[src/rtl/pli_pkg.sv]
// shared types and constants of the piecewise linear interpolator
package pli_pkg;

  localparam int DATA_W     = 32;
  localparam int INDEX_W    = 4;
  localparam int COUNT_W    = 5;
  localparam int STATUS_W   = 2;
  localparam int DIV_STEPS  = 32;
  localparam int DIV_CNT_W  = $clog2(DIV_STEPS);
  localparam int S_TDATA_W  = 72;
  localparam int S_TUSER_W  = 1;
  localparam int M_TDATA_W  = 32;
  localparam int M_TUSER_W  = 2;

  localparam logic MODE_LOAD  = 1'b0;
  localparam logic MODE_QUERY = 1'b1;

  typedef enum logic [STATUS_W-1:0] {
    STATUS_OK          = 2'd0,
    STATUS_EMPTY       = 2'd1,
    STATUS_NO_INTERVAL = 2'd2
  } status_t;

  typedef enum logic [3:0] {
    S_IDLE,
    S_RD0,
    S_CHK0,
    S_CHKL,
    S_SCAN,
    S_MAG,
    S_MUL,
    S_DIV,
    S_LERP,
    S_FINISH
  } ctrl_state_t;

  typedef enum logic [2:0] {
    ADDR_HOLD,
    ADDR_ZERO,
    ADDR_LAST,
    ADDR_ONE,
    ADDR_INC
  } addr_op_t;

  typedef enum logic [2:0] {
    RES_HOLD,
    RES_ZERO,
    RES_EMPTY,
    RES_RD_Y,
    RES_PREV_Y,
    RES_NO_INTERVAL,
    RES_LERP
  } res_sel_t;

  typedef struct packed {
    logic     wr_entry;
    logic     capture;
    addr_op_t addr_op;
    logic     prev_load;
    logic     prep_load;
    logic     mag_load;
    logic     mul_load;
    logic     div_step;
    res_sel_t res_sel;
    logic     out_load;
  } ctrl_cmd_t;

  typedef struct packed {
    logic n_zero;
    logic le_first;
    logic ge_last;
    logic in_interval;
    logic zero_width;
    logic scan_end;
    logic div_last;
  } dp_status_t;

endpackage

[src/rtl/pli_ram.sv]
// generic single-write, single-read ram with registered read data
module pli_ram #(
  parameter int WIDTH = 64,
  parameter int DEPTH = 16
) (
  input  logic                     clk,
  input  logic                     we,
  input  logic [$clog2(DEPTH)-1:0] waddr,
  input  logic [WIDTH-1:0]         wdata,
  input  logic [$clog2(DEPTH)-1:0] raddr,
  output logic [WIDTH-1:0]         rdata
);

  logic [WIDTH-1:0] mem [DEPTH];

  always_ff @(posedge clk) begin
    if (we) begin
      mem[waddr] <= wdata;
    end
    rdata <= mem[raddr];
  end

endmodule

[src/rtl/pli_datapath.sv]
// breakpoint table, scan compare, multiply and bit-serial divide datapath
module pli_datapath
  import pli_pkg::*;
#(
  parameter int MAX_POINTS = 16
) (
  input  logic               clk,
  input  logic               rst,
  input  logic               cfg_we,
  input  logic [COUNT_W-1:0] cfg_wdata,
  input  logic [INDEX_W-1:0] entry_index,
  input  logic [DATA_W-1:0]  x_value,
  input  logic [DATA_W-1:0]  y_value,
  input  ctrl_cmd_t          cmd,
  output dp_status_t         stat,
  output logic [DATA_W-1:0]  y_result,
  output status_t            status
);

  localparam int IW = $clog2(MAX_POINTS);
  localparam int NW = $clog2(MAX_POINTS + 1);

  logic [NW-1:0]            count;
  logic [NW-1:0]            addr;
  logic                     ram_we;
  logic [2*DATA_W-1:0]      ram_rdata;
  logic signed [DATA_W-1:0] rd_x;
  logic signed [DATA_W-1:0] rd_y;
  logic signed [DATA_W-1:0] xq;
  logic signed [DATA_W-1:0] prev_x;
  logic signed [DATA_W-1:0] prev_y;
  logic [DATA_W-1:0]        span;
  logic [DATA_W-1:0]        off;
  logic [DATA_W:0]          dy;
  logic [DATA_W:0]          dy_neg;
  logic [DATA_W-1:0]        mag;
  logic                     neg;
  logic [DATA_W-1:0]        rem;
  logic [DATA_W-1:0]        quo;
  logic [DIV_CNT_W-1:0]     div_cnt;
  logic [DATA_W:0]          trial;
  logic                     q_bit;
  logic [DATA_W:0]          span_w;
  logic [DATA_W:0]          off_w;
  logic [DATA_W-1:0]        res_y;
  status_t                  res_status;

  // point count register, saturated to capacity
  always_ff @(posedge clk) begin
    if (rst) begin
      count <= '0;
    end else if (cfg_we) begin
      if (32'(cfg_wdata) > 32'(MAX_POINTS)) begin
        count <= NW'(MAX_POINTS);
      end else begin
        count <= NW'(cfg_wdata);
      end
    end
  end

  assign ram_we = cmd.wr_entry && (32'(entry_index) < 32'(MAX_POINTS));

  pli_ram #(
    .WIDTH(2 * DATA_W),
    .DEPTH(MAX_POINTS)
  ) u_table (
    .clk  (clk),
    .we   (ram_we),
    .waddr(IW'(entry_index)),
    .wdata({y_value, x_value}),
    .raddr(addr[IW-1:0]),
    .rdata(ram_rdata)
  );

  assign rd_x = ram_rdata[DATA_W-1:0];
  assign rd_y = ram_rdata[2*DATA_W-1:DATA_W];

  // table read address
  always_ff @(posedge clk) begin
    case (cmd.addr_op)
      ADDR_ZERO: addr <= '0;
      ADDR_LAST: addr <= count - NW'(1);
      ADDR_ONE:  addr <= NW'(1);
      ADDR_INC:  addr <= addr + NW'(1);
      default:   addr <= addr;
    endcase
  end

  always_ff @(posedge clk) begin
    if (cmd.capture) begin
      xq <= x_value;
    end
    if (cmd.prev_load) begin
      prev_x <= rd_x;
      prev_y <= rd_y;
    end
  end

  // interval operands
  assign span_w = {rd_x[DATA_W-1], rd_x} - {prev_x[DATA_W-1], prev_x};
  assign off_w  = {xq[DATA_W-1], xq} - {prev_x[DATA_W-1], prev_x};
  assign dy_neg = (DATA_W+1)'(0) - dy;

  always_ff @(posedge clk) begin
    if (cmd.prep_load) begin
      span <= span_w[DATA_W-1:0];
      off  <= off_w[DATA_W-1:0];
      dy   <= {rd_y[DATA_W-1], rd_y} - {prev_y[DATA_W-1], prev_y};
    end
    if (cmd.mag_load) begin
      neg <= dy[DATA_W];
      mag <= dy[DATA_W] ? dy_neg[DATA_W-1:0] : dy[DATA_W-1:0];
    end
  end

  // restoring divide, one quotient bit per cycle; the quotient fits in one word
  assign trial = {rem, quo[DATA_W-1]};
  assign q_bit = trial >= {1'b0, span};

  always_ff @(posedge clk) begin
    if (cmd.mul_load) begin
      {rem, quo} <= (2*DATA_W)'(off) * (2*DATA_W)'(mag);
      div_cnt    <= DIV_CNT_W'(DIV_STEPS - 1);
    end else if (cmd.div_step) begin
      rem     <= q_bit ? DATA_W'(trial - {1'b0, span}) : trial[DATA_W-1:0];
      quo     <= {quo[DATA_W-2:0], q_bit};
      div_cnt <= div_cnt - DIV_CNT_W'(1);
    end
  end

  // result staging
  always_ff @(posedge clk) begin
    case (cmd.res_sel)
      RES_ZERO: begin
        res_y      <= '0;
        res_status <= STATUS_OK;
      end
      RES_EMPTY: begin
        res_y      <= '0;
        res_status <= STATUS_EMPTY;
      end
      RES_RD_Y: begin
        res_y      <= rd_y;
        res_status <= STATUS_OK;
      end
      RES_PREV_Y: begin
        res_y      <= prev_y;
        res_status <= STATUS_OK;
      end
      RES_NO_INTERVAL: begin
        res_y      <= '0;
        res_status <= STATUS_NO_INTERVAL;
      end
      RES_LERP: begin
        res_y      <= neg ? prev_y - quo : prev_y + quo;
        res_status <= STATUS_OK;
      end
      default: begin
        res_y      <= res_y;
        res_status <= res_status;
      end
    endcase
  end

  always_ff @(posedge clk) begin
    if (cmd.out_load) begin
      y_result <= res_y;
      status   <= res_status;
    end
  end

  assign stat.n_zero      = count == '0;
  assign stat.le_first    = xq <= rd_x;
  assign stat.ge_last     = xq >= rd_x;
  assign stat.in_interval = (xq >= prev_x) && (xq <= rd_x);
  assign stat.zero_width  = prev_x == rd_x;
  assign stat.scan_end    = addr == count;
  assign stat.div_last    = div_cnt == '0;

endmodule

[src/rtl/pli_controller.sv]
// sequencing state machine: table scan, divide and result handoff
module pli_controller
  import pli_pkg::*;
(
  input  logic       clk,
  input  logic       rst,
  input  logic       in_valid,
  input  logic       in_mode,
  input  logic       out_ready,
  input  dp_status_t stat,
  output logic       in_ready,
  output logic       out_valid,
  output ctrl_cmd_t  cmd
);

  ctrl_state_t state;
  ctrl_state_t state_next;
  logic        accept;
  logic        out_free;

  assign accept   = in_valid && (state == S_IDLE);
  assign out_free = !out_valid || out_ready;
  assign in_ready = state == S_IDLE;

  always_ff @(posedge clk) begin
    if (rst) begin
      state     <= S_IDLE;
      out_valid <= 1'b0;
    end else begin
      state <= state_next;
      if (cmd.out_load) begin
        out_valid <= 1'b1;
      end else if (out_ready) begin
        out_valid <= 1'b0;
      end
    end
  end

  always_comb begin
    state_next = state;
    case (state)
      S_IDLE: begin
        if (accept) begin
          if (in_mode == MODE_LOAD || stat.n_zero) begin
            state_next = S_FINISH;
          end else begin
            state_next = S_RD0;
          end
        end
      end
      S_RD0:  state_next = S_CHK0;
      S_CHK0: state_next = stat.le_first ? S_FINISH : S_CHKL;
      S_CHKL: state_next = stat.ge_last ? S_FINISH : S_SCAN;
      S_SCAN: begin
        if (stat.in_interval) begin
          state_next = stat.zero_width ? S_FINISH : S_MAG;
        end else if (stat.scan_end) begin
          state_next = S_FINISH;
        end
      end
      S_MAG: state_next = S_MUL;
      S_MUL: state_next = S_DIV;
      S_DIV: begin
        if (stat.div_last) begin
          state_next = S_LERP;
        end
      end
      S_LERP: state_next = S_FINISH;
      S_FINISH: begin
        if (out_free) begin
          state_next = S_IDLE;
        end
      end
      default: state_next = S_IDLE;
    endcase
  end

  always_comb begin
    cmd = '{wr_entry: 1'b0, capture: 1'b0, addr_op: ADDR_HOLD, prev_load: 1'b0,
            prep_load: 1'b0, mag_load: 1'b0, mul_load: 1'b0, div_step: 1'b0,
            res_sel: RES_HOLD, out_load: 1'b0};
    case (state)
      S_IDLE: begin
        if (accept) begin
          if (in_mode == MODE_LOAD) begin
            cmd.wr_entry = 1'b1;
            cmd.res_sel  = RES_ZERO;
          end else begin
            cmd.capture = 1'b1;
            if (stat.n_zero) begin
              cmd.res_sel = RES_EMPTY;
            end else begin
              cmd.addr_op = ADDR_ZERO;
            end
          end
        end
      end
      S_RD0: cmd.addr_op = ADDR_LAST;
      S_CHK0: begin
        if (stat.le_first) begin
          cmd.res_sel = RES_RD_Y;
        end else begin
          cmd.prev_load = 1'b1;
          cmd.addr_op   = ADDR_ONE;
        end
      end
      S_CHKL: begin
        if (stat.ge_last) begin
          cmd.res_sel = RES_RD_Y;
        end else begin
          cmd.addr_op = ADDR_INC;
        end
      end
      S_SCAN: begin
        if (stat.in_interval) begin
          if (stat.zero_width) begin
            cmd.res_sel = RES_PREV_Y;
          end else begin
            cmd.prep_load = 1'b1;
          end
        end else begin
          cmd.prev_load = 1'b1;
          if (stat.scan_end) begin
            cmd.res_sel = RES_NO_INTERVAL;
          end else begin
            cmd.addr_op = ADDR_INC;
          end
        end
      end
      S_MAG:    cmd.mag_load = 1'b1;
      S_MUL:    cmd.mul_load = 1'b1;
      S_DIV:    cmd.div_step = 1'b1;
      S_LERP:   cmd.res_sel  = RES_LERP;
      S_FINISH: cmd.out_load = out_free;
      default: begin
      end
    endcase
  end

endmodule

[src/rtl/piecewise_linear_interpolator_unit.sv]
// top level of the piecewise linear interpolator: controller, datapath, stream ports
//
// usage
//   s_axis carries requests: tuser[0] is the mode (0 load, 1 query); a load
//   writes (x_value, y_value) into breakpoint slot entry_index, a query asks
//   for y at x_value. m_axis returns exactly one result per request: y_result
//   in Q16.16 and a status (0 ok, 1 empty table, 2 no interval found).
//   cfg_we/cfg_wdata set the number of breakpoints in use; write it only while
//   no request is in flight. counts above MAX_POINTS saturate.
// timing
//   one request is worked on at a time; s_axis_tready is high only while the
//   sequencer is idle. a load or a query on an empty table is staged at
//   acceptance and then moved to the output register. a query outside the
//   table ends after the first or last breakpoint read. an interior query scans
//   one breakpoint per cycle through the single table read port, then takes
//   a magnitude step, a multiply and a bit-serial divide.
// reset and stall
//   rst (synchronous) clears the sequencer, the output valid and the point
//   count; table contents are undefined until loaded. the finished result sits
//   in an output register; the next request can be taken while it waits, and
//   a following result holds in its final state until m_axis_tready frees it.
module piecewise_linear_interpolator_unit
  import pli_pkg::*;
#(
  parameter int MAX_POINTS = 16
) (
  input  logic                 clk,
  input  logic                 rst,
  // point count register
  input  logic                 cfg_we,
  input  logic [COUNT_W-1:0]   cfg_wdata,
  // request stream
  input  logic                 s_axis_tvalid,
  output logic                 s_axis_tready,
  // [3:0] entry_index, [35:4] x_value, [67:36] y_value, [71:68] zero
  input  logic [S_TDATA_W-1:0] s_axis_tdata,
  // [0] mode
  input  logic [S_TUSER_W-1:0] s_axis_tuser,
  // result stream
  output logic                 m_axis_tvalid,
  input  logic                 m_axis_tready,
  // [31:0] y_result
  output logic [M_TDATA_W-1:0] m_axis_tdata,
  // [1:0] status
  output logic [M_TUSER_W-1:0] m_axis_tuser
);

  ctrl_cmd_t  cmd;
  dp_status_t stat;
  status_t    status;

  // sequencer: owns the handshakes and steps the datapath
  pli_controller u_ctrl (
    .clk      (clk),
    .rst      (rst),
    .in_valid (s_axis_tvalid),
    .in_mode  (s_axis_tuser[0]),
    .out_ready(m_axis_tready),
    .stat     (stat),
    .in_ready (s_axis_tready),
    .out_valid(m_axis_tvalid),
    .cmd      (cmd)
  );

  // breakpoint table, compares, multiplier, divider and result registers
  pli_datapath #(
    .MAX_POINTS(MAX_POINTS)
  ) u_dp (
    .clk        (clk),
    .rst        (rst),
    .cfg_we     (cfg_we),
    .cfg_wdata  (cfg_wdata),
    .entry_index(s_axis_tdata[INDEX_W-1:0]),
    .x_value    (s_axis_tdata[INDEX_W+DATA_W-1:INDEX_W]),
    .y_value    (s_axis_tdata[INDEX_W+2*DATA_W-1:INDEX_W+DATA_W]),
    .cmd        (cmd),
    .stat       (stat),
    .y_result   (m_axis_tdata),
    .status     (status)
  );

  assign m_axis_tuser = status;

endmodule

[config.mk]
export PLATFORM = sky130hd
export DESIGN_NAME = piecewise_linear_interpolator_unit
export DESIGN_NICKNAME = d
export VERILOG_FILES = /design/src/rtl/pli_pkg.sv /design/src/rtl/pli_ram.sv /design/src/rtl/pli_datapath.sv /design/src/rtl/pli_controller.sv /design/src/rtl/piecewise_linear_interpolator_unit.sv
export SDC_FILE = /design/constraint.sdc
export NUM_CORES = 2
export LEC_CHECK = 0
export ABC_CLOCK_PERIOD_IN_PS = 9600
export BUFFER_PORTS_ARGS = -buffer_cell sky130_fd_sc_hd__buf_4
export CORE_MARGIN = 2
export CORE_UTILIZATION = 35
export CTS_BUF_LIST = sky130_fd_sc_hd__clkbuf_16
export CTS_CLUSTER_SIZE = 8
export DETAILED_ROUTE_END_ITERATION = 8
export PLACE_DENSITY = 0.51
export SYNTH_ARGS = -nofsm -noshare
export SYNTH_HDL_FRONTEND = slang
export SYNTH_SLANG_ARGS = --single-unit
[constraint.sdc]
create_clock -name clk -period 9.6 [get_ports clk]
set_input_delay 1.92 -clock clk [delete_from_list [all_inputs] [get_ports clk]]
set_output_delay 1.92 -clock clk [all_outputs]
set_load 0.05 [all_outputs]
# ---- Yosys cells after proc, flatten, opt, wreduce, memory -nomap -nowiden
# Memories as Yosys holds them, arrays and structs flattened. A register that Yosys moved wholly into a read port is not among the register bits.
# Cells that the tools add are included.
dict set report totals {
  memories 1
  word_cells 130
  out_inout_bits 36
  regBits 378
  ram_bits 1024
  inputBits 83
}
dict set report op_classes {
  eq_ne 25
  mux 52
  addsub 10
  magnitude_cmp 5
  mul 1
  bitwise_logic 1
  reduce_logical 16
}
# memory depth word_bits rd rd_clocked_by_memory_dff write_ports line
set mem_list {}
lappend mem_list {u_dp.u_table.mem 16 64 1 1 1 pli_ram.sv:14} ;# logic [WIDTH-1:0] mem [DEPTH];
# operator n
set op_table {}
lappend op_table {{2-to-1 mux 32 bit} 7}
lappend op_table {{one-hot mux 32 bit (4 select lines)} 1}
lappend op_table {{subtractor 32 bit} 4}
lappend op_table {{greater-or-equal comparator 32 bit} 2}
lappend op_table {{multiplier 32 x 32 -> 64 bit} 1}
lappend op_table {{2-to-1 mux 4 bit} 11}
lappend op_table {{one-hot mux 4 bit (10 select lines)} 1}
lappend op_table {{greater-or-equal comparator 33 x 32 -> 1 bit} 1}
lappend op_table {{subtractor 32 x 32 -> 33 bit} 1}
lappend op_table {{adder 32 bit} 1}
lappend op_table {{equality test 32 bit} 1}
lappend op_table {{less-or-equal comparator 32 bit} 1}
lappend op_table {{subtractor 1 x 32 -> 32 bit (first input constant)} 1}
lappend op_table {{one-hot mux 3 bit (5 select lines)} 2}
lappend op_table {{2-to-1 mux 3 bit} 8}
lappend op_table {{one-hot mux 5 bit (4 select lines)} 1}
lappend op_table {{equality test 4 x 3 -> 1 bit (second input constant)} 4}
lappend op_table {{2-to-1 mux 1 bit} 13}
lappend op_table {{equality test 3 x 2 -> 1 bit (second input constant)} 4}
lappend op_table {{equality test 3 bit (second input constant)} 4}
lappend op_table {{logical NOT 5 bit} 2}
lappend op_table {{2-to-1 mux 5 bit} 2}
lappend op_table {{subtractor 5 x 1 -> 5 bit (second input constant)} 2}
lappend op_table {{equality test 4 x 2 -> 1 bit (second input constant)} 2}
lappend op_table {{other kinds (23)} 33}

# ---- Depth between registers and ports, before layout
dict set report depth {
  word_depth 8
  mapped_depth 30
  ltp_nobuf 28
}

# ---- Cells and area by module
# Synthesis repeated with hierarchy kept, for this count alone.
dict set report unflattened {
  cells_unflattened 7605
  hier_area_um2 96717.8
}
# mod n_inst area_each_um2 cells_each seq_area_each_um2
set by_module_without_submodules {}
lappend by_module_without_submodules {pli_datapath 1 56560.5 5876 11100.6}
lappend by_module_without_submodules {pli_ram 1 39581.7 1647 32030.7}
lappend by_module_without_submodules {pli_controller 1 575.6 82 100.1}

# ---- Worst setup path before layout
# No wires, ideal clock.
dict set report synth_path {
  kind {register -> register}
  start {reg u_ctrl.state[0]}
  end {mem u_dp.u_table.mem[0][0] (enable)}
  t_arrival_ns 7.255
  path_slack_ns 1.780
  required_time_ns 9.035
  setup_ns 0.565
  path_stages_with_launch 6
  period_less_slack_ns 7.820
  path_buffers 1
  path_cell_list {dfxtp_1 > clkbuf_1 > nor4_1 > nand3_1 > or3_1 > nor3_1}
}
dict set report synth_between {
  elab_chain_len 6
}
# element line
set synth_rtl {}
lappend synth_rtl {{start: declaration} pli_controller.sv:16} ;# ctrl_state_t state;
lappend synth_rtl {{start signal: assignment} pli_controller.sv:30} ;# state <= state_next;
lappend synth_rtl {{logical NOT 4 bit (*)} -}
lappend synth_rtl {{via s_axis_tready} piecewise_linear_interpolator_unit.sv:34} ;# output logic s_axis_tready,
lappend synth_rtl {{logical AND 1 bit} pli_controller.sv:21} ;# assign accept = in_valid && (state == S_IDLE);
lappend synth_rtl {{2-to-1 mux 5 bit} pli_controller.sv:84} ;# if (accept) begin
lappend synth_rtl {{2-to-1 mux 2 bit (*)} pli_controller.sv:82} ;# case (state)
lappend synth_rtl {{2-to-1 mux 1 bit (*)} pli_ram.sv:17} ;# if (we) begin
lappend synth_rtl {{2-to-1 mux 1 bit (not written as such) (*)} pli_ram.sv:18} ;# mem[waddr] <= wdata;
lappend synth_rtl {{end: declaration} pli_ram.sv:14}
# The timed path passes the listed nets; every way through them passes the cells marked *.

# ---- Final worst setup path
dict set report layout_path {
  start {reg u_dp.off[11]}
  end {reg u_dp.rem[21], data pin}
}
dict set report layout_between {
  elab_chain_len 2
}
# element line
set layout_rtl {}
lappend layout_rtl {{start: declaration} pli_datapath.sv:33} ;# logic [DATA_W-1:0] off;
lappend layout_rtl {{start signal: assignment} pli_datapath.sv:107} ;# off <= off_w[DATA_W-1:0];
lappend layout_rtl {{multiplier 32 x 32 -> 64 bit} pli_datapath.sv:122} ;# {rem, quo} <= (2*DATA_W)'(off) * (2*DATA_W)'(mag);
lappend layout_rtl {{2-to-1 mux 32 bit} pli_datapath.sv:121} ;# if (cmd.mul_load) begin
lappend layout_rtl {{end signal: assignment} pli_datapath.sv:122}
lappend layout_rtl {{end signal: assignment} pli_datapath.sv:125} ;# rem <= q_bit ? DATA_W'(trial - {1'b0, span}) : trial[DATA_W-1:0];
lappend layout_rtl {{end: declaration} pli_datapath.sv:38} ;# logic [DATA_W-1:0] rem;
# Every way passes these cells.
# A chain may end at the register's enable or synchronous reset.

==> flow_summary.yaml <==
clocking:
  cts_sinks: 1466
  insertion_delay_ns: 0.82
  cts_hold_buffers: 0
  cts_resized: 0
  cts_setup_buffers: 0
  path_clk_slew_ns: 0.06
  clock_path_buffers: 3
  root_buffer: "clkbuf_16"
  htree_levels: 4
  numCtsBuffers: 201
  cts_tree: "done"
synthesis:
  yosysTopAreaCell: "edfxtp_1"
  ys_seq_area_share_pct: 44.58
  ys_ff_latch: 1466
  ys_async_sr_fraction_pct: 0
  ys.warnings.count: 0
  synth_edf_count: 1387
  synthTopCellsByArea: "edfxtp_1 43%, fa_1 19%, mux4_2 7.4%, ha_1 6.0%, inv_1 4.2%"
  syn_inst: 7535
  syn_nets: 8981
  ys.flop_type: "edfxtp_1"
  synth_top_area_share_pct: 42.95
  syn_area_per_cell_um2: 12.87
  synth_cell_type_count: 91
  syn_area_um2: 96970
power:
  seqPwrFrac_pct: 28.7
  leakagePower_nw: 42.91
  p_comb_share_pct: 49.0
  p_switching_w: 0.01124
  intPower_w: 0.01726
  vdd_ir_drop_max_v: 0.0002942
  power_density_nw_per_um2: 263.3
  clockPowerShare_pct: 22.3
  sw_frac_of_total_pct: 39.43
hold_path:
  hold_path.class: "register to register"
  hold_depth: 0
setup_path:
  path_buf_inv: 7
  critical_path.startpoint_type: "register"
  crit_fanout: 20
  cp.depth: 27
  critPathCaptureType: "register"
  cp_slowest_cell: "edfxtp_1"
  cp_data_required_time_ns: 10.09
  cpMostUsedCell: "fa_1"
  crit_type: "register to register"
  critical-path-top-delay-family: "adder cells"
  cp.arrival_ns: 9.72
  r2r_cells: 27
  cp_slowest_stage_delay_ns: 1.04
final_layout:
  fin_util_pct: 39.22
  regMostFlops: "u_dp.u_table.mem"
  fillers: 26110
  nets: 9118
  syn_to_final_growth_pct: 11.63
  final_cell_area_um2: 108200
  largest_reg_flops: 1024
  final_common_cell: "edfxtp_1"
  layout_common_cells: "1,387 x edfxtp_1, 1,186 x inv_1, 901 x fa_1, 657 x nand2_1, 594 x and2_1"
  reg_top3: "u_dp.u_table.mem (1024), u_dp.u_table.rdata (64), u_dp.dy (33)"
  drive_above_1_share_pct: 11.16
sta:
  finalSetupViolations: 0
  finalHoldWorstSlack_ns: 0.4120
  worst_slack_ns: 0.3628
  period_minus_slack_ns: 9.237
  post-route-period-util_pct: 96.22
  hold_viol_final: 0
  rsz0062_at_grt: "no"
  max_slew_margin_pct: 11.54
  finClkSkew_ns: 0.06266
  maxSlewViolCount: 0
  fmax_ghz: 0.1083
  worst_pin_slew_ns: 1.293
  finalSetupTns_ns: 0
grt:
  grt_pass1_vias: 61690
  grt_max_degree: 144
  track_usage_pct: 17.59
  grt_first_pass_wirelength_um: 377400
  antenna_found_initial: 24
  globalRouteOverflowTotal: 0
detailed_routing:
  drc: 0
  ant_nets: 0
  vias: 57830
  routed_wl_um: 245900
  first_pass_iters: 8
  initialDrtViolationCount: 4037
  drt-vias-per-instance: 5.028
  avgRoutedWirePerCell_um: 21.38
floorplan:
  die_area_um2: 281300
  placementRows: 193
  fp.dieH_um: 530.4
  core_um2: 276000
  pin_count: 119
  chipWidth_um: 530.4
  start_util_pct: 35.13
job:
  maxCapViolations: 0
place:
  gp_congestion: 0.8491
  io_buffers: 114
  dp_slack_ns: 0.4848
  dp_hpwl_um: 174600
  placed_cell_area_um2: 102600
status:
  status: "finished, final reports clean"
[power groups by stage]
stage	clock network, W	registers [W]	logic [W]
3_5_place_dp	0	0.00830	0.0139
3_3_place_gp	0	0.00829	0.0139
5_1_grt	0.00675	0.00821	0.0154
6_report	0.00635	0.00818	0.0140
2_1_floorplan	0	0.00815	0.00979
4_1_cts	0.00652	0.00818	0.0141
[through the flow]
step           instances  total power [W]
4_1_cts            11490          0.02876
2_1_floorplan       7535          0.01794
3_5_place_dp       11170          0.02222
6_report           11500          0.02850
5_1_grt            11490          0.03035
3_3_place_gp       11170          0.02217
[cells in the mapped netlist (21+ instances only)]
cell,instances
a21o_1,102
and3_1,23
nor2_1,190
edfxtp_1,1387
nand2b_1,37
inv_1,1082
ha_1,462
nand2_1,657
o211ai_1,32
mux4_2,320
nand4_1,36
buf_1,38
a21oi_1,274
o21a_1,28
dfxtp_1,79
xnor2_1,190
nand3_1,80
fa_1,901
and2_1,595
clkbuf_1,286
o21bai_1,27
a311oi_1,28
nor2b_1,52
a211oi_1,42
xor2_1,78
nor3_1,63
o31ai_1,21
o21ai_0,141
a31oi_1,34
[layer usage]
metal,global-route usage [%],vias up,wire (µm)
met5,0,-,200
met4,4.257,32,5302
met3,2.426,328,11060
met2,29.31,1177,118300
met1,24.22,30150,111100
li1,-,26140,-
[layout make-up]
cell class	instances	area, µm²	area share, %
Multi-Input combinational cell	4647	48500	44.80
Sequential cell	1466	43230	39.94
Clock buffer	202	5055	4.670
Tap cell	3705	4636	4.282
Inverter	1083	4068	3.758
Timing Repair Buffer	273	2150	1.986
Clock inverter	117	591.8	0.5467
Antenna cell	8	20.02	0.01849
[kinds of logic after synthesis]
group / Yosys count / share of synthesized area (%)
xor+xnor: 268 / 2.421
compound gates: 861 / 5.800
mux: 329 / 7.528
flops: 1466 / 44.58
simple gates: 1826 / 9.541
buf+inv: 1422 / 5.564
fa+ha+maj: 1363 / 24.56
[worst register-to-register path: cells and delay by family, from the launching register on]
| kind | cells | cell delay, ns |
|---|---|---|
| fa+ha+maj | 9 | 4.19 |
| compound gates | 8 | 2.12 |
| flops | 1 | 1.04 |
| buf+inv | 7 | 0.86 |
| simple gates | 2 | 0.42 |
| xor+xnor | 1 | 0.30 |
[final timing paths]
| kind | slack (ns) | end | start |
|---|---|---|---|
| worst max-delay path | 0.36 | u_dp.rem[21] | u_dp.off[11] |
| worst min register to register | 0.41 | u_dp.y_result[27] | u_dp.res_y[27] |
| worst min-delay path | 0.41 | u_dp.y_result[27] | u_dp.res_y[27] |
| worst max register to register | 0.36 | u_dp.rem[21] | u_dp.off[11] |
No activity file was read; power rests on OpenSTA's default activity.
